[src/sv/urxrb_pkg.sv]
// Package with types and constants of the UART receiver with byte buffer.
`default_nettype none

package urxrb_pkg;

	localparam int BUFFER_DEPTH = 16;

	localparam int HALF_W = 16;
	localparam int BYTE_W = 8;
	localparam int CNT_W  = 18;
	localparam int IDX_W  = 1;

	localparam logic [HALF_W-1:0] HALF_BIT_TICKS_RST = 16'd52;
	localparam logic [BYTE_W-1:0] SELECT_BYTE_RST    = 8'd108;

	// Configuration register indexes.
	localparam logic [IDX_W-1:0] REG_HALF_BIT_TICKS = 1'd0;
	localparam logic [IDX_W-1:0] REG_SELECT_BYTE    = 1'd1;

	// Request codes.
	localparam logic REQ_TICK = 1'b0;
	localparam logic REQ_READ = 1'b1;

	typedef struct packed {
		logic req_type;
		logic rx_level;
	} in_word_t;

	typedef struct packed {
		logic [BYTE_W-1:0] read_byte;
		logic              read_valid;
		logic              available;
		logic              byte_stored;
		logic              opamp_level;
		logic              led_level;
	} out_word_t;

	// Buffer write request from the receiver.
	typedef struct packed {
		logic              en;
		logic [BYTE_W-1:0] data;
	} buf_wr_t;

	// Receiver status after the current word.
	typedef struct packed {
		logic stored;
		logic opamp;
		logic led;
	} rx_stat_t;

endpackage

`default_nettype wire

[src/sv/urxrb_ram.sv]
// Generic single-write, single-read RAM with registered read data.
`default_nettype none

module urxrb_ram #(
	parameter int WIDTH = 8,
	parameter int DEPTH = 16
) (
	input  wire logic                     clk,
	input  wire logic                     we,
	input  wire logic [$clog2(DEPTH)-1:0] waddr,
	input  wire logic [WIDTH-1:0]         wdata,
	input  wire logic                     re,
	input  wire logic [$clog2(DEPTH)-1:0] raddr,
	output logic      [WIDTH-1:0]         rdata
);

	logic [WIDTH-1:0] mem_q [DEPTH];

	always_ff @(posedge clk) begin
		if (we) begin
			mem_q[waddr] <= wdata;
		end
		if (re) begin
			rdata <= mem_q[raddr];
		end
	end

endmodule

`default_nettype wire

[src/sv/urxrb_rx.sv]
// Serial line receiver: start detection, bit timing, shift register and config registers.
`default_nettype none

module urxrb_rx (
	input  wire logic                          clk,
	input  wire logic                          arst_n,
	input  wire logic                          wr_en,
	input  wire logic [urxrb_pkg::IDX_W-1:0]   wr_index,
	input  wire logic [urxrb_pkg::HALF_W-1:0]  wr_data,
	input  wire logic                          tick,
	input  wire logic                          level,
	output urxrb_pkg::buf_wr_t                 buf_wr,
	output urxrb_pkg::rx_stat_t                stat
);

	logic [urxrb_pkg::HALF_W-1:0] half_q;
	logic [urxrb_pkg::BYTE_W-1:0] sel_q;
	logic                         recv_q;
	logic [urxrb_pkg::CNT_W-1:0]  cnt_q;
	logic [2:0]                   bit_q;
	logic [urxrb_pkg::BYTE_W-1:0] shift_q;
	logic                         prev_q;
	logic                         opamp_q;
	logic                         led_q;

	logic [urxrb_pkg::CNT_W-1:0]  target;
	logic [urxrb_pkg::CNT_W-1:0]  cnt_inc;
	logic                         hit;
	logic                         start;
	logic                         done;
	logic [urxrb_pkg::BYTE_W-1:0] byte_full;
	logic                         opamp_n;

	always_comb begin
		if (bit_q == 3'd0) begin
			target = {2'b00, half_q} + {1'b0, half_q, 1'b0};
		end else begin
			target = {1'b0, half_q, 1'b0};
		end
		cnt_inc   = cnt_q + 1'b1;
		hit       = cnt_inc >= target;
		start     = tick && !recv_q && prev_q && !level;
		done      = tick && recv_q && hit && (bit_q == 3'd7);
		byte_full = {level, shift_q[6:0]};
		opamp_n   = done ? (byte_full == sel_q) : opamp_q;
	end

	assign buf_wr.en   = done;
	assign buf_wr.data = byte_full;
	assign stat.stored = done;
	assign stat.opamp  = opamp_n;
	assign stat.led    = led_q ^ start;

	always_ff @(posedge clk or negedge arst_n) begin
		if (!arst_n) begin
			half_q <= urxrb_pkg::HALF_BIT_TICKS_RST;
			sel_q  <= urxrb_pkg::SELECT_BYTE_RST;
		end else if (wr_en) begin
			unique case (wr_index)
				urxrb_pkg::REG_HALF_BIT_TICKS: half_q <= wr_data;
				urxrb_pkg::REG_SELECT_BYTE:    sel_q  <= wr_data[urxrb_pkg::BYTE_W-1:0];
				default: ;
			endcase
		end
	end

	always_ff @(posedge clk or negedge arst_n) begin
		if (!arst_n) begin
			recv_q  <= 1'b0;
			cnt_q   <= '0;
			bit_q   <= '0;
			shift_q <= '0;
			prev_q  <= 1'b1;
			opamp_q <= 1'b0;
			led_q   <= 1'b0;
		end else if (tick) begin
			prev_q <= level;
			if (!recv_q) begin
				if (start) begin
					recv_q  <= 1'b1;
					cnt_q   <= '0;
					bit_q   <= '0;
					shift_q <= '0;
					led_q   <= !led_q;
				end
			end else if (hit) begin
				cnt_q <= '0;
				if (level) begin
					shift_q[bit_q] <= 1'b1;
				end
				if (bit_q == 3'd7) begin
					recv_q  <= 1'b0;
					bit_q   <= '0;
					opamp_q <= opamp_n;
				end else begin
					bit_q <= bit_q + 3'd1;
				end
			end else begin
				cnt_q <= cnt_inc;
			end
		end
	end

endmodule

`default_nettype wire

[src/sv/urxrb_fifo.sv]
// Ring buffer: write and read pointers around the byte RAM.
`default_nettype none

module urxrb_fifo #(
	parameter int BUFFER_DEPTH = urxrb_pkg::BUFFER_DEPTH
) (
	input  wire logic                          clk,
	input  wire logic                          arst_n,
	input  wire urxrb_pkg::buf_wr_t            buf_wr,
	input  wire logic                          rd_req,
	output logic                               pop,
	output logic                               avail,
	output logic [urxrb_pkg::BYTE_W-1:0]       rdata
);

	localparam int AW = $clog2(BUFFER_DEPTH);
	localparam logic [AW-1:0] LAST = AW'(BUFFER_DEPTH - 1);

	logic [AW-1:0] wp_q;
	logic [AW-1:0] rp_q;
	logic [AW-1:0] wp_n;
	logic [AW-1:0] rp_n;

	always_comb begin
		pop  = rd_req && (wp_q != rp_q);
		wp_n = wp_q;
		rp_n = rp_q;
		if (buf_wr.en) begin
			wp_n = (wp_q == LAST) ? '0 : wp_q + 1'b1;
		end
		if (pop) begin
			rp_n = (rp_q == LAST) ? '0 : rp_q + 1'b1;
		end
		avail = wp_n != rp_n;
	end

	always_ff @(posedge clk or negedge arst_n) begin
		if (!arst_n) begin
			wp_q <= '0;
			rp_q <= '0;
		end else begin
			wp_q <= wp_n;
			rp_q <= rp_n;
		end
	end

	// A read and a write never come in the same word, and a popped entry was
	// written at an earlier edge, so the registered read needs no bypass.
	urxrb_ram #(
		.WIDTH (urxrb_pkg::BYTE_W),
		.DEPTH (BUFFER_DEPTH)
	) u_ram (
		.clk   (clk),
		.we    (buf_wr.en),
		.waddr (wp_q),
		.wdata (buf_wr.data),
		.re    (pop),
		.raddr (rp_q),
		.rdata (rdata)
	);

endmodule

`default_nettype wire

[src/sv/uart_rx_sampler_with_ring_buffer.sv]
// Top level of the UART receiver with byte ring buffer and output register.
//
//   channel  direction  handshake           word
//   in       input      in_valid/in_stall   in_word_t  (req_type, rx_level)
//   out      output     out_valid/out_stall out_word_t (read_byte .. led_level)
//   config   input      wr_en               wr_index, wr_data
//
// One word is accepted every cycle while in_stall is low; the receiver state
// update and the single write or read of the buffer RAM are registered.
// A result waits in stage 1 (stat_s1, avail_s1) and then enters the output register.
// Reset clears the pointers and receiver state at once; the RAM is not cleared.
// Stalls on out back up through the stage after the RAM into in_stall.
`default_nettype none

module uart_rx_sampler_with_ring_buffer #(
	parameter int BUFFER_DEPTH = urxrb_pkg::BUFFER_DEPTH
) (
	input  wire logic                          clk,
	input  wire logic                          arst_n,
	input  wire logic                          in_valid,
	output logic                               in_stall,
	input  wire urxrb_pkg::in_word_t           in_data,
	output logic                               out_valid,
	input  wire logic                          out_stall,
	output urxrb_pkg::out_word_t               out_data,
	input  wire logic                          wr_en,
	input  wire logic [urxrb_pkg::IDX_W-1:0]   wr_index,
	input  wire logic [urxrb_pkg::HALF_W-1:0]  wr_data
);

	logic                         accept;
	logic                         tick;
	logic                         rd_req;
	urxrb_pkg::buf_wr_t           buf_wr;
	urxrb_pkg::rx_stat_t          stat;
	logic                         pop;
	logic                         avail;
	logic [urxrb_pkg::BYTE_W-1:0] rdata;

	logic                         valid_s1;
	logic                         rvalid_s1;
	logic                         avail_s1;
	urxrb_pkg::rx_stat_t          stat_s1;
	logic                         adv_s1;
	logic                         out_valid_q;
	urxrb_pkg::out_word_t         out_q;

	assign adv_s1   = valid_s1 && (!out_valid_q || !out_stall);
	assign in_stall = valid_s1 && !adv_s1;
	assign accept   = in_valid && !in_stall;
	assign tick     = accept && (in_data.req_type == urxrb_pkg::REQ_TICK);
	assign rd_req   = accept && (in_data.req_type == urxrb_pkg::REQ_READ);

	urxrb_rx u_rx (
		.clk      (clk),
		.arst_n   (arst_n),
		.wr_en    (wr_en),
		.wr_index (wr_index),
		.wr_data  (wr_data),
		.tick     (tick),
		.level    (in_data.rx_level),
		.buf_wr   (buf_wr),
		.stat     (stat)
	);

	urxrb_fifo #(
		.BUFFER_DEPTH (BUFFER_DEPTH)
	) u_fifo (
		.clk    (clk),
		.arst_n (arst_n),
		.buf_wr (buf_wr),
		.rd_req (rd_req),
		.pop    (pop),
		.avail  (avail),
		.rdata  (rdata)
	);

	always_ff @(posedge clk or negedge arst_n) begin
		if (!arst_n) begin
			valid_s1 <= 1'b0;
		end else if (accept) begin
			valid_s1 <= 1'b1;
		end else if (adv_s1) begin
			valid_s1 <= 1'b0;
		end
	end

	always_ff @(posedge clk) begin
		if (accept) begin
			rvalid_s1 <= pop;
			avail_s1  <= avail;
			stat_s1   <= stat;
		end
	end

	always_ff @(posedge clk or negedge arst_n) begin
		if (!arst_n) begin
			out_valid_q <= 1'b0;
		end else if (adv_s1) begin
			out_valid_q <= 1'b1;
		end else if (!out_stall) begin
			out_valid_q <= 1'b0;
		end
	end

	// The RAM read data holds until the next pop, so it is still good here.
	always_ff @(posedge clk) begin
		if (adv_s1) begin
			out_q.read_byte   <= rvalid_s1 ? rdata : '0;
			out_q.read_valid  <= rvalid_s1;
			out_q.available   <= avail_s1;
			out_q.byte_stored <= stat_s1.stored;
			out_q.opamp_level <= stat_s1.opamp;
			out_q.led_level   <= stat_s1.led;
		end
	end

	assign out_valid = out_valid_q;
	assign out_data  = out_q;

endmodule

`default_nettype wire

[config.mk]
export PLATFORM = sky130hd
export DESIGN_NAME = uart_rx_sampler_with_ring_buffer
export DESIGN_NICKNAME = d
export VERILOG_FILES = /design/src/sv/urxrb_pkg.sv /design/src/sv/urxrb_ram.sv /design/src/sv/urxrb_rx.sv /design/src/sv/urxrb_fifo.sv /design/src/sv/uart_rx_sampler_with_ring_buffer.sv
export SDC_FILE = /design/constraint.sdc
export NUM_CORES = 1
export LEC_CHECK = 0
export ABC_AREA = 1
export BUFFER_PORTS_ARGS = -buffer_cell sky130_fd_sc_hd__buf_2
export CORE_MARGIN = 3
export CORE_UTILIZATION = 30
export CTS_CLUSTER_DIAMETER = 30
export DETAILED_ROUTE_END_ITERATION = 10
export GPL_ROUTABILITY_DRIVEN = 1
export GPL_TIMING_DRIVEN = 0
export PLACE_DENSITY = 0.54
export SLEW_MARGIN = 20
export SYNTH_ARGS = -nofsm -noshare
export SYNTH_HDL_FRONTEND = slang
export SYNTH_HIERARCHICAL = 1
export SYNTH_SLANG_ARGS = --single-unit
[constraint.sdc]
create_clock -name clk -period 11.6 [get_ports clk]
set_input_delay 1.74 -clock clk [delete_from_list [all_inputs] [get_ports clk]]
set_output_delay 1.74 -clock clk [all_outputs]
set_load 0.02 [all_outputs]
==> results of run 1 <==
cells in the mapped netlist (2+ instances only):
cell	n	area, µm²
a21oi_1	23	115
mux2_2	7	78.8
or2_2	3	18.8
nor2_4	6	67.6
nor2_2	3	18.8
o22ai_1	4	25.0
o21ai_1	6	30.0
dfstp_2	8	210
nand3_2	2	20.0
nand2_2	7	43.8
xnor2_1	12	105
o21a_1	2	15.0
a21o_1	2	15.0
nand3_1	158	791
inv_2	13	48.8
buf_2	19	95.1
o21ai_0	35	175
xor2_2	2	32.5
nand3b_1	5	37.5
buf_4	14	105
clkbuf_1	2	7.51
nand2_4	4	45.0
nand4_1	15	93.8
ha_1	41	513
a31o_2	5	43.8
nor2_8	2	40.0
nand2_1	406	1520
nor2_1	62	233
nor3_1	7	35.0
dfrtp_1	58	1450
mux2i_1	3	30.0
buf_6	7	78.8
inv_1	185	694
xor2_1	11	96.3
edfxtp_1	154	4620
worst min-delay path by stage:
stage,startpoint,endpoint,slack [ps],depth (start not counted)
3_5_place_dp,avail_s1,out_data[3],400,0
2_1_floorplan,stat_s1[0],out_data[0],400,0
4_1_cts,avail_s1,out_data[3],410,0
6_report,avail_s1,out_data[3],410,0
5_1_grt,avail_s1,out_data[3],410,0
3_3_place_gp,stat_s1[1],out_data[1],400,0
registers in the layout (all words and copies together) (netlist names), 3 cells and up:
register,cells
u_rx/cnt_q,18
stat_s1,3
u_fifo/u_ram/mem_q,128
u_rx/half_q,16
u_fifo/u_ram/rdata,8
u_fifo/rp_q,4
u_fifo/wp_q,4
u_rx/bit_q,3
out_data,13
u_rx/shift_q,7
u_rx/sel_q,8
per-layer routing:
| layer | part of all wire | wire length [µm] |
|---|---|---|
| met5 | 0 | 0 |
| met4 | 0.027 | 766 |
| met3 | 0.043 | 1230 |
| met2 | 0.46 | 13300 |
| met1 | 0.47 | 13400 |
cells in the final DEF (no fill, tap or decap), types with 7 or more instances in the layout:
master        n
buf_6         7
nand2_2       7
bufinv_16     9
edfxtp_1    154
dfstp_2       8
clkinv_4      8
xor2_1       11
nor2_1       62
ha_1         41
nor3_1        7
clkbuf_16    58
a21oi_1      22
buf_2        56
inv_1       185
clkinvlp_4   12
nand4_1      15
inv_2        13
xnor2_1      12
nand2_1     406
clkinv_2      9
dfrtp_1      58
buf_4        15
o21ai_0      35
nand3_1     158
mux2_2        7
through the flow:
step / cell area (µm²) / hold WS, ps
finish: 14600 / 412
global route: 14600 / 413
CTS: 14600 / 411
detailed placement: 12500 / 405
global placement: 12500 / 403
floorplan: 11700 / 400
worst max-delay path, stage by stage, from the launching register on:
cell     delay, ps
dfstp_2        570
ha_1           280
a21oi_1        230
nor2_1          80
o21ai_0        270
nand3_1        120
nand2_1         70
nand3_1         70
nand2_1         80
inv_1           50
ha_1           290
nand2_1         80
nor2_1         190
nand3_1        100
nor2_1         120
nor2_1          70
nand3_1        120
buf_4          190
nand3_1        100
inv_1          100
buf_4          160
nand3_1        250
nor2_1         790
area by class of cell:
class,instances,area [µm²]
buffer,43,290
sequential,220,6290
tap,511,639
fill,3881,23400
inverter,199,747
multi-input combinational,843,4360
timing repair buffer,39,213
clock buffer,60,1460
clock inverter,48,591
kinds of logic after synthesis:
kind of cell / Yosys count / synth area share
fa+ha+maj: 42 / 0.0456
buf+inv: 242 / 0.0888
xor+xnor: 26 / 0.0214
compound gates: 81 / 0.0384
flops: 220 / 0.538
mux: 10 / 0.00932
simple gates: 684 / 0.258
report_power, final:
| group | leakage [nW] | total, mW | switching (mW) | internal (mW) |
|---|---|---|---|---|
| clock | 0.964 | 1.64 | 0.518 | 1.12 |
| sequential | 2.20 | 0.948 | 0.0488 | 0.899 |
| combinational | 3.65 | 0.756 | 0.492 | 0.264 |
==> reports/qor_table.md, run 1 <==
| Result | This run |
|:---|:---|
| Status | complete, no violations |
| Average vias per placed instance | 4.47 |
| Chip width | 203 µm |
| CP Launch Point | u_rx/half_q[5] |
| Height of the chip | 203 µm |
| Antenna viol nets, final | 0 |
| Clock Path Buffers | 3 |
| First-pass GRT wire length | 46.4 mm |
| Pin count of the biggest net entering global routing | 36 |
| Setup WS pre-CTS | 6900 ps |
| Required time at the worst-slack endpoint | 11790 ps |
| Fraction of layout instances using a drive strength above 1 | 0.171 |
| GRT Total Usage | 0.141 |
| Final HPWL DP | 19.8 mm |
| Detailed Route WL | 28.7 mm |
| Met1 layer usage reported by global route | 0.188 |
| Final net count | 1469 |
| Layout area overhead | 24.9% |
| Power density normalized to cell area | 229 mW/mm² |
| Number of DRC violations after detailed-routing iteration 0 | 528 |
| Max Fanout on Critical Path | 11 |
| Setup repair after global routing missed its margin | false |
| R2r setup slk | 6850 ps |
| Global routing usage on met3 | 0.0263 |
| Total of max-cap violations | 0 |
| Insertion delay to the later sink of the worst-skew pair | 580 ps |
| Total Power | 3.34 mW |
| Routed wire length per instance | 14.6 µm |
| TritonCTS clock tree | yes |
| CP startpoint kind | register |
| Initial standard-cell utilization of the core | 0.307 |
| Number of enable flip-flop cells after synthesis | 154 |
| Number of library cell types mapped by synthesis | 47 |
| Cell chosen for the clock root | clkbuf_16 |
| Placeable Area | 0.0380 mm² |
| Netlist area before placement | 0.0117 mm² |
| Inserted Clock Buffers | 57 |
| # IOs | 39 |
| Number of global-route vias before repair | 8665 |
| Setup slack of the critical path after layout | 6850 ps |
| Cts repair resizes | 0 |
| Highest achievable clock rate | 0.211 GHz |
| Setup-violating endpoint count in the final report | 0 |
| Antenna violations before repair | 0 |
| Non-filler instance count after layout | 1963 |
| Worst reg2reg startpoint | u_rx/half_q[5] |
| Critical path start-end classification | register to register |
| Worst reg2reg path endpoint | u_fifo/u_ram/mem_q[13][7] |
| Overflow after GRT | 0 |
| Level count of the clock H-tree | 2 |
| Reg2Reg Depth | 22 |
| Worst Max-Slew Pin Slew | 924 ps |
| Most Crowded Layer GR | met2 |
| Flops & latches, synth | 220 |
| Proportion of synthesized flip-flops having asynchronous set or reset | 0.300 |
| Average instance area after synthesis | 8.95 µm² |
| Hold Buf Count CTS | 0 |
| Total placed cells including tap cells | 1855 |
| Count of final hold-check violations | 0 |
| Max-slew violation count | 0 |
| Standard-cell row count | 71 |
| Top_reg_cell synth | edfxtp_1 |
| Clock slew at the register clock pins of the worst setup and hold paths | 50 ps |
| Antenna diode instance count | 0 |
| Min cycle time layout | 4750 ps |
| Worst setup path endpoint | u_fifo/u_ram/mem_q[13][7] |
| Final clock skew | 24.5 ps |
| Pre-Repair DR Iteration Count | 5 |
| Final design utilization | 0.384 |
| HP Class | register to register |
| Die footprint | 0.0413 mm² |
| GRT met2 Usage | 0.228 |
| WP data arrival | 4940 ps |
| Count of warnings emitted by yosys | 6 |
| Max VDD drop | 136 µV |
| CP endpoint kind | register |
| Number of clock sinks | 220 |
| Count of port buffers added during placement | 38 |
| Placer congestion estimate | 0.826 |
| Number of remaining DRC errors | 0 |
| Share of the clock period used by the worst path after layout | 0.409 |
| Max-slew headroom | 0.382 |
| Vias after detailed routing | 8775 |
| P_leak | 6.81 nW |
| Synth Net Count | 1371 |
| Post-CTS Repair Setup Buffers | 0 |
| Post-Synthesis Cells | 1305 |
| Setup TNS after final layout | 0 ps |
| Share of synthesized area occupied by flip-flops and latches | 0.538 |
Note: power is estimated with default switching activity, not from simulation.
==> run 2: changes to the inputs <==
Settings changed: PLACE_DENSITY 0.54 to 0.56.
Clock period 11.6 ns to 3.8 ns, I/O delays scaled along.
==> run 2 against run 1 <==
Effect of this change: the flow now finishes with violations (negative setup slack); critical path depth grew 7; via count grew 4.3%; largest cell class unchanged; maximum frequency grew 23%.
==> reports/qor_table.md, run 2 (synthesis results as in run 1) <==
| Result | This run |
|:---|:---|
| Status | finished with violations |
| Violated checks | negative setup slack |
| Number of clock sinks | 220 |
| Max VDD drop | 436 µV |
| Critical path start-end classification | register to register |
| Required time at the worst-slack endpoint | 4100 ps |
| Final net count | 1492 |
| Final clock skew | 39.7 ps |
| Registers with the highest flip-flop counts | u_fifo/u_ram/mem_q x128, u_rx/cnt_q x18, u_rx/half_q x16 |
| First-pass GRT wire length | 47.3 mm |
| Final HPWL DP | 19.8 mm |
| Leading cell types in the layout, fill and taps excluded | 385 x nand2_1, 181 x inv_1, 154 x edfxtp_1 |
| Chip width | 203 µm |
| Die footprint | 0.0413 mm² |
| CP endpoint kind | register |
| Total of max-cap violations | 0 |
| Highest achievable clock rate | 0.258 GHz |
| Antenna viol nets, final | 0 |
| Pre-Repair DR Iteration Count | 6 |
| Cell chosen for the clock root | clkbuf_16 |
| P_leak | 6.92 nW |
| Total Power | 9.92 mW |
| Average vias per placed instance | 4.62 |
| Number of global-route vias before repair | 8942 |
| Flip-flop count of the largest register, all copies and words added | 128 |
| Fraction of layout instances using a drive strength above 1 | 0.246 |
| Most frequent CP cell | nand2_2 |
| Antenna diode instance count | 0 |
| Min cycle time layout | 3870 ps |
| Setup TNS after final layout | -68.7 ps |
| Clock slew at the register clock pins of the worst setup and hold paths | 40 ps |
| Number of remaining DRC errors | 0 |
| Pin count of the biggest net entering global routing | 47 |
| Standard-cell row count | 71 |
| GRT Total Usage | 0.143 |
| Insertion delay to the later sink of the worst-skew pair | 570 ps |
| CP startpoint kind | register |
| Largest register by flop count | u_fifo/u_ram/mem_q |
| Detailed Route WL | 29.9 mm |
| Max Fanout on Critical Path | 6 |
| Layout area overhead | 30.8% |
| Max-slew violation count | 0 |
| Placeable Area | 0.0380 mm² |
| Inserted Clock Buffers | 51 |
| Count of final hold-check violations | 0 |
| Max-slew headroom | 0.380 |
| WP data arrival | 4160 ps |
| Initial standard-cell utilization of the core | 0.307 |
| Level count of the clock H-tree | 2 |
| Number of DRC violations after detailed-routing iteration 0 | 751 |
| Worst Max-Slew Pin Slew | 929 ps |
| HP Class | input port to register |
| Setup slack of the critical path after layout | -68.7 ps |
| Top cell family by delay on the critical path | simple AND/OR/NAND/NOR gates |
| Overflow after GRT | 0 |
| TritonCTS clock tree | yes |
| Share of the clock period used by the worst path after layout | 1.02 |
| Antenna violations before repair | 1 |
| Vias after detailed routing | 9155 |
| Worst Path Buf+Inv | 4 |
| Setup repair after global routing missed its margin | true |
| Height of the chip | 203 µm |
| Power density normalized to cell area | 649 mW/mm² |
| Cell at the slowest stage of the critical path | fa_2 |
| # IOs | 39 |
| Count of port buffers added during placement | 38 |
| Most common library cell in the layout ignoring fill and taps | nand2_1 |
| Routed wire length per instance | 15.1 µm |
| Placer congestion estimate | 0.866 |
| Setup-violating endpoint count in the final report | 1 |
| Clock Path Buffers | 3 |
| Highest cell delay on the worst timing path | 420 ps |
run 2: cell types whose count changed in the layout (fill, tap and decap cells not counted), sizes merged:
cell	before	now
inv	203	200
bufinv	9	7
buf	80	108
clkinvlp	12	9
clkbuf	62	60
clkinv	23	21
dlygate4sd3	0	1
run 2: report_power, final:
| group | switching [mW] | internal (mW) | total, mW |
|---|---|---|---|
| sequential | 0.166 | 2.74 | 2.91 |
| combinational | 1.63 | 0.932 | 2.56 |
| clock | 1.46 | 2.99 | 4.45 |
run 2: final timing paths:
path / start / endpoint / slack [ps] / depth (start not counted)
worst max-delay path: u_rx/half_q[1] / avail_s1 / -70 / 29
worst min-delay path: wr_data[15] / u_rx/half_q[15] / 250 / 2
worst max register to register: u_rx/half_q[1] / avail_s1 / -70 / 29
worst min register to register: avail_s1 / out_data[3] / 420 / 0
max in group asynchronous: arst_n / u_rx/sel_q[2] / 2720 / 3
min in group asynchronous: arst_n / u_rx/half_q[7] / 460 / 2
run 2: area by class of cell:
cell class	instances	area [µm²]
Multi-Input combinational cell	843	4960
Clock buffer	58	1320
Timing Repair Buffer	69	564
Tap cell	511	639
Buffer	42	289
Clock inverter	38	463
Inverter	199	749
Fill cell	3736	22700
Sequential cell	220	6290
run 2: per-stage QoR:
step | std cells | hold WS [ps] | utilization | worst slack [ps] | instance area (µm²)
2_1_floorplan | 1305 | 274 | - | 25.7 | 11700
4_1_cts | 1972 | 238 | 0.392 | -122 | 14900
5_1_grt | 1980 | 249 | 0.402 | -284 | 15300
3_3_place_gp | 1854 | 402 | 0.329 | -846 | 12500
6_report | 1980 | 254 | 0.402 | -68.7 | 15300
3_5_place_dp | 1855 | 409 | 0.330 | -927 | 12500
run 2: layer usage:
| metal | track usage | part of all wire | vias to the layer above |
|---|---|---|---|
| met5 | 0 | 0.00057 | - |
| met3 | 0.0281 | 0.058 | 57 |
| met1 | 0.187 | 0.44 | 4357 |
| met4 | 0.0364 | 0.019 | 2 |
| li1 | - | - | 4496 |
| met2 | 0.242 | 0.49 | 243 |
run 2: timing repair:
action,4_1_cts,5_1_grt
gates cloned,1,0
setup buffers,19,9
hold endpoints to repair,14,0
gates resized for setup,87,60
pin swaps,38,25
hold buffers,1,0
endpoints found under the setup margin,131,129
==> run 3: changes to the inputs <==
Settings changed: PLACE_DENSITY 0.56 to 0.55.
==> run 3 against run 2 <==
Effect of this change: the flow now finishes without violations; first-iteration DRC count is 39% lower; critical path type unchanged; clock power decreased by 4.7%; core utilization grew 0.71 points; flip-flop and latch count stayed put; count of clock-buffer cells in the layout decreased by 2; total power shrank 1.1%; hold slack worse by 12 ps; critical path depth down 5; wire length is 1.5% higher; global-route usage is 0.21 points higher; design area grew 1.8%; via count rose by 0.36%.
==> reports/qor_table.md, run 3 (synthesis results as in run 1) <==
| Result | This run |
|:---|:---|
| Clock Path Buffers | 3 |
| Max Fanout on Critical Path | 7 |
| CP Launch Point | u_rx/half_q[2] |
| Worst reg2reg path endpoint | u_rx/shift_q[3] |
| Worst reg2reg startpoint | u_rx/half_q[2] |
| Required time at the worst-slack endpoint | 4230 ps |
| Power density normalized to cell area | 631 mW/mm² |
| Total of max-cap violations | 0 |
| Total placed cells including tap cells | 1855 |
| Flip-flop count of the largest register, all copies and words added | 128 |
| Setup slack of the critical path after layout | 4.19 ps |
| Standard-cell row count | 71 |
| Final instance area | 0.0155 mm² |
| Detailed route wirelength on metal2 | 14.8 mm |
| # IOs | 39 |
| Average vias per placed instance | 4.60 |
| Die footprint | 0.0413 mm² |
| Final HPWL DP | 19.8 mm |
| Antenna diode instance count | 0 |
| Initial standard-cell utilization of the core | 0.307 |
| Routed wire length per instance | 15.2 µm |
| Antenna violations before repair | 0 |
| Setup repair after global routing missed its margin | true |
| Fraction of layout instances using a drive strength above 1 | 0.273 |
| Setup WS pre-CTS | -893 ps |
| Cell chosen for the clock root | clkbuf_16 |
| R2r setup slk | 4 ps |
| Topmost layer with routed signal wires | met4 |
| Chip width | 203 µm |
| Level count of the clock H-tree | 2 |
| Clock slew at the register clock pins of the worst setup and hold paths | 50 ps |
| Height of the chip | 203 µm |
| Number of remaining DRC errors | 0 |
| Min cycle time layout | 3800 ps |
| HP Class | input port to register |
| Count of final hold-check violations | 0 |
| P_leak | 6.99 nW |
| CP startpoint kind | register |
| TritonCTS clock tree | yes |
| CP endpoint kind | register |
| Max VDD drop | 422 µV |
| Max-slew violation count | 0 |
| Overflow after GRT | 0 |
| Pin count of the biggest net entering global routing | 45 |
| Number of clock sinks | 220 |
| Highest achievable clock rate | 0.263 GHz |
| Share of the clock period used by the worst path after layout | 0.999 |
| Final net count | 1512 |
| Endpoint with the worst hold slack | u_rx/half_q[8] |
| Layout area overhead | 33.1% |
| Non-filler instance count after layout | 1998 |
| Most common library cell in the layout ignoring fill and taps | nand2_1 |
| Final clock skew | 29.6 ps |
| Worst Max-Slew Pin Slew | 924 ps |
| Reg2Reg Depth | 24 |
| Antenna viol nets, final | 0 |
| Leading cell types in the layout, fill and taps excluded | 369 x nand2_1, 179 x inv_1, 154 x edfxtp_1 |
| Hold Slack | 242 ps |
| Detailed Route WL | 30.3 mm |
| Placeable Area | 0.0380 mm² |
| Critical path start-end classification | register to register |
| Placer congestion estimate | 0.855 |
| Count of port buffers added during placement | 38 |
| Insertion delay to the later sink of the worst-skew pair | 570 ps |
| Largest register by flop count | u_fifo/u_ram/mem_q |
| Area after detailed placement | 0.0125 mm² |
| Setup-violating endpoint count in the final report | 0 |
| Number of instances on the worst hold path | 2 |
| Vias after detailed routing | 9188 |
| Number of DRC violations after detailed-routing iteration 0 | 460 |
| Registers with the highest flip-flop counts | u_fifo/u_ram/mem_q x128, u_rx/cnt_q x18, u_rx/half_q x16 |
| WP data arrival | 4220 ps |
| Worst hold start | wr_data[8] |
| GRT Total Usage | 0.145 |
| Number of global-route vias before repair | 8939 |
| Met1 layer wirelength in the final routing | 13.2 mm |
| DR WL met3 | 1.62 mm |
| First-pass GRT wire length | 47.7 mm |
| Status | complete, no violations |
| Max-slew headroom | 0.384 |
| Pre-Repair DR Iteration Count | 5 |
| Inserted Clock Buffers | 50 |
## run 3: cell types whose count changed in the layout (fill, tap and decap cells not counted), sizes merged
cell / delta
clkbuf: -2
buf: +21
clkinvlp: -4
inv: +4
bufinv: -1
## run 3: area by class of cell
cell class | instances | area [µm²]
sequential | 220 | 6290
tap | 511 | 639
buffer | 42 | 303
multi-input combinational | 843 | 5130
clock inverter | 37 | 413
clock buffer | 56 | 1270
inverter | 199 | 749
timing repair buffer | 90 | 743
fill | 3694 | 22500
## run 3: per-stage QoR
step                utilization  power (mW)  TNS [ps]
floorplan                     -        4.56         0
global placement          0.329        5.21    -88410
detailed placement        0.330        5.24    -96830
CTS                       0.396        9.69     -30.6
global route              0.409        10.4    -12720
finish                    0.409        9.81         0
## run 3: routing by layer
| layer | up-vias | global-route usage |
|---|---|---|
| met2 | 211 | 0.242 |
| met4 | 0 | 0.0420 |
| met5 | - | 0 |
| met1 | 4370 | 0.188 |
| li1 | 4545 | - |
| met3 | 62 | 0.0332 |
## run 3: timing repair
item                                    CTS  global route
hold endpoints to repair                 15             0
endpoints found under the setup margin  132           154
buffers inserted                         35            14
resized for setup                       103            89
hold buffers                              1             0
gates cloned                              1             0
pin swaps                                50            48
## run 3: power by group
group	leakage, nW	switching, mW	internal [mW]	total [mW]
sequential	2.19	0.170	2.75	2.92
combinational	3.98	1.66	0.998	2.66
clock	0.811	1.41	2.83	4.24
total	6.99	3.24	6.58	9.81
## run 3: critical path, stage by stage (launching register included)
cell and delay [ps]:
dfstp_2 600, ha_4 240, a21oi_2 140, nand2_2 100, buf_4 150, buf_4 130
xor2_1 160, mux2i_1 120, ha_1 320, nand2_2 60, nor2_2 140, nand3_2 90
nor2_2 120, nor2_2 60, buf_4 130, buf_4 130, buf_4 120, buf_4 120
buf_4 120, buf_4 120, nand4_1 110, buf_6 160, nand2_8 90, nand2_2 60
nand2_1 60
## run 3: worst max-delay path by stage
stage                     slack (ps)  cells past startpoint                   endpoint
after floorplan                   30                     30                   avail_s1
after global placement          -870                     25  u_fifo/u_ram/mem_q[13][0]
after detailed placement        -890                     23   u_fifo/u_ram/mem_q[8][7]
after CTS                        -30                     29                   avail_s1
after global routing            -200                     29                   avail_s1
final                              4                     24            u_rx/shift_q[3]
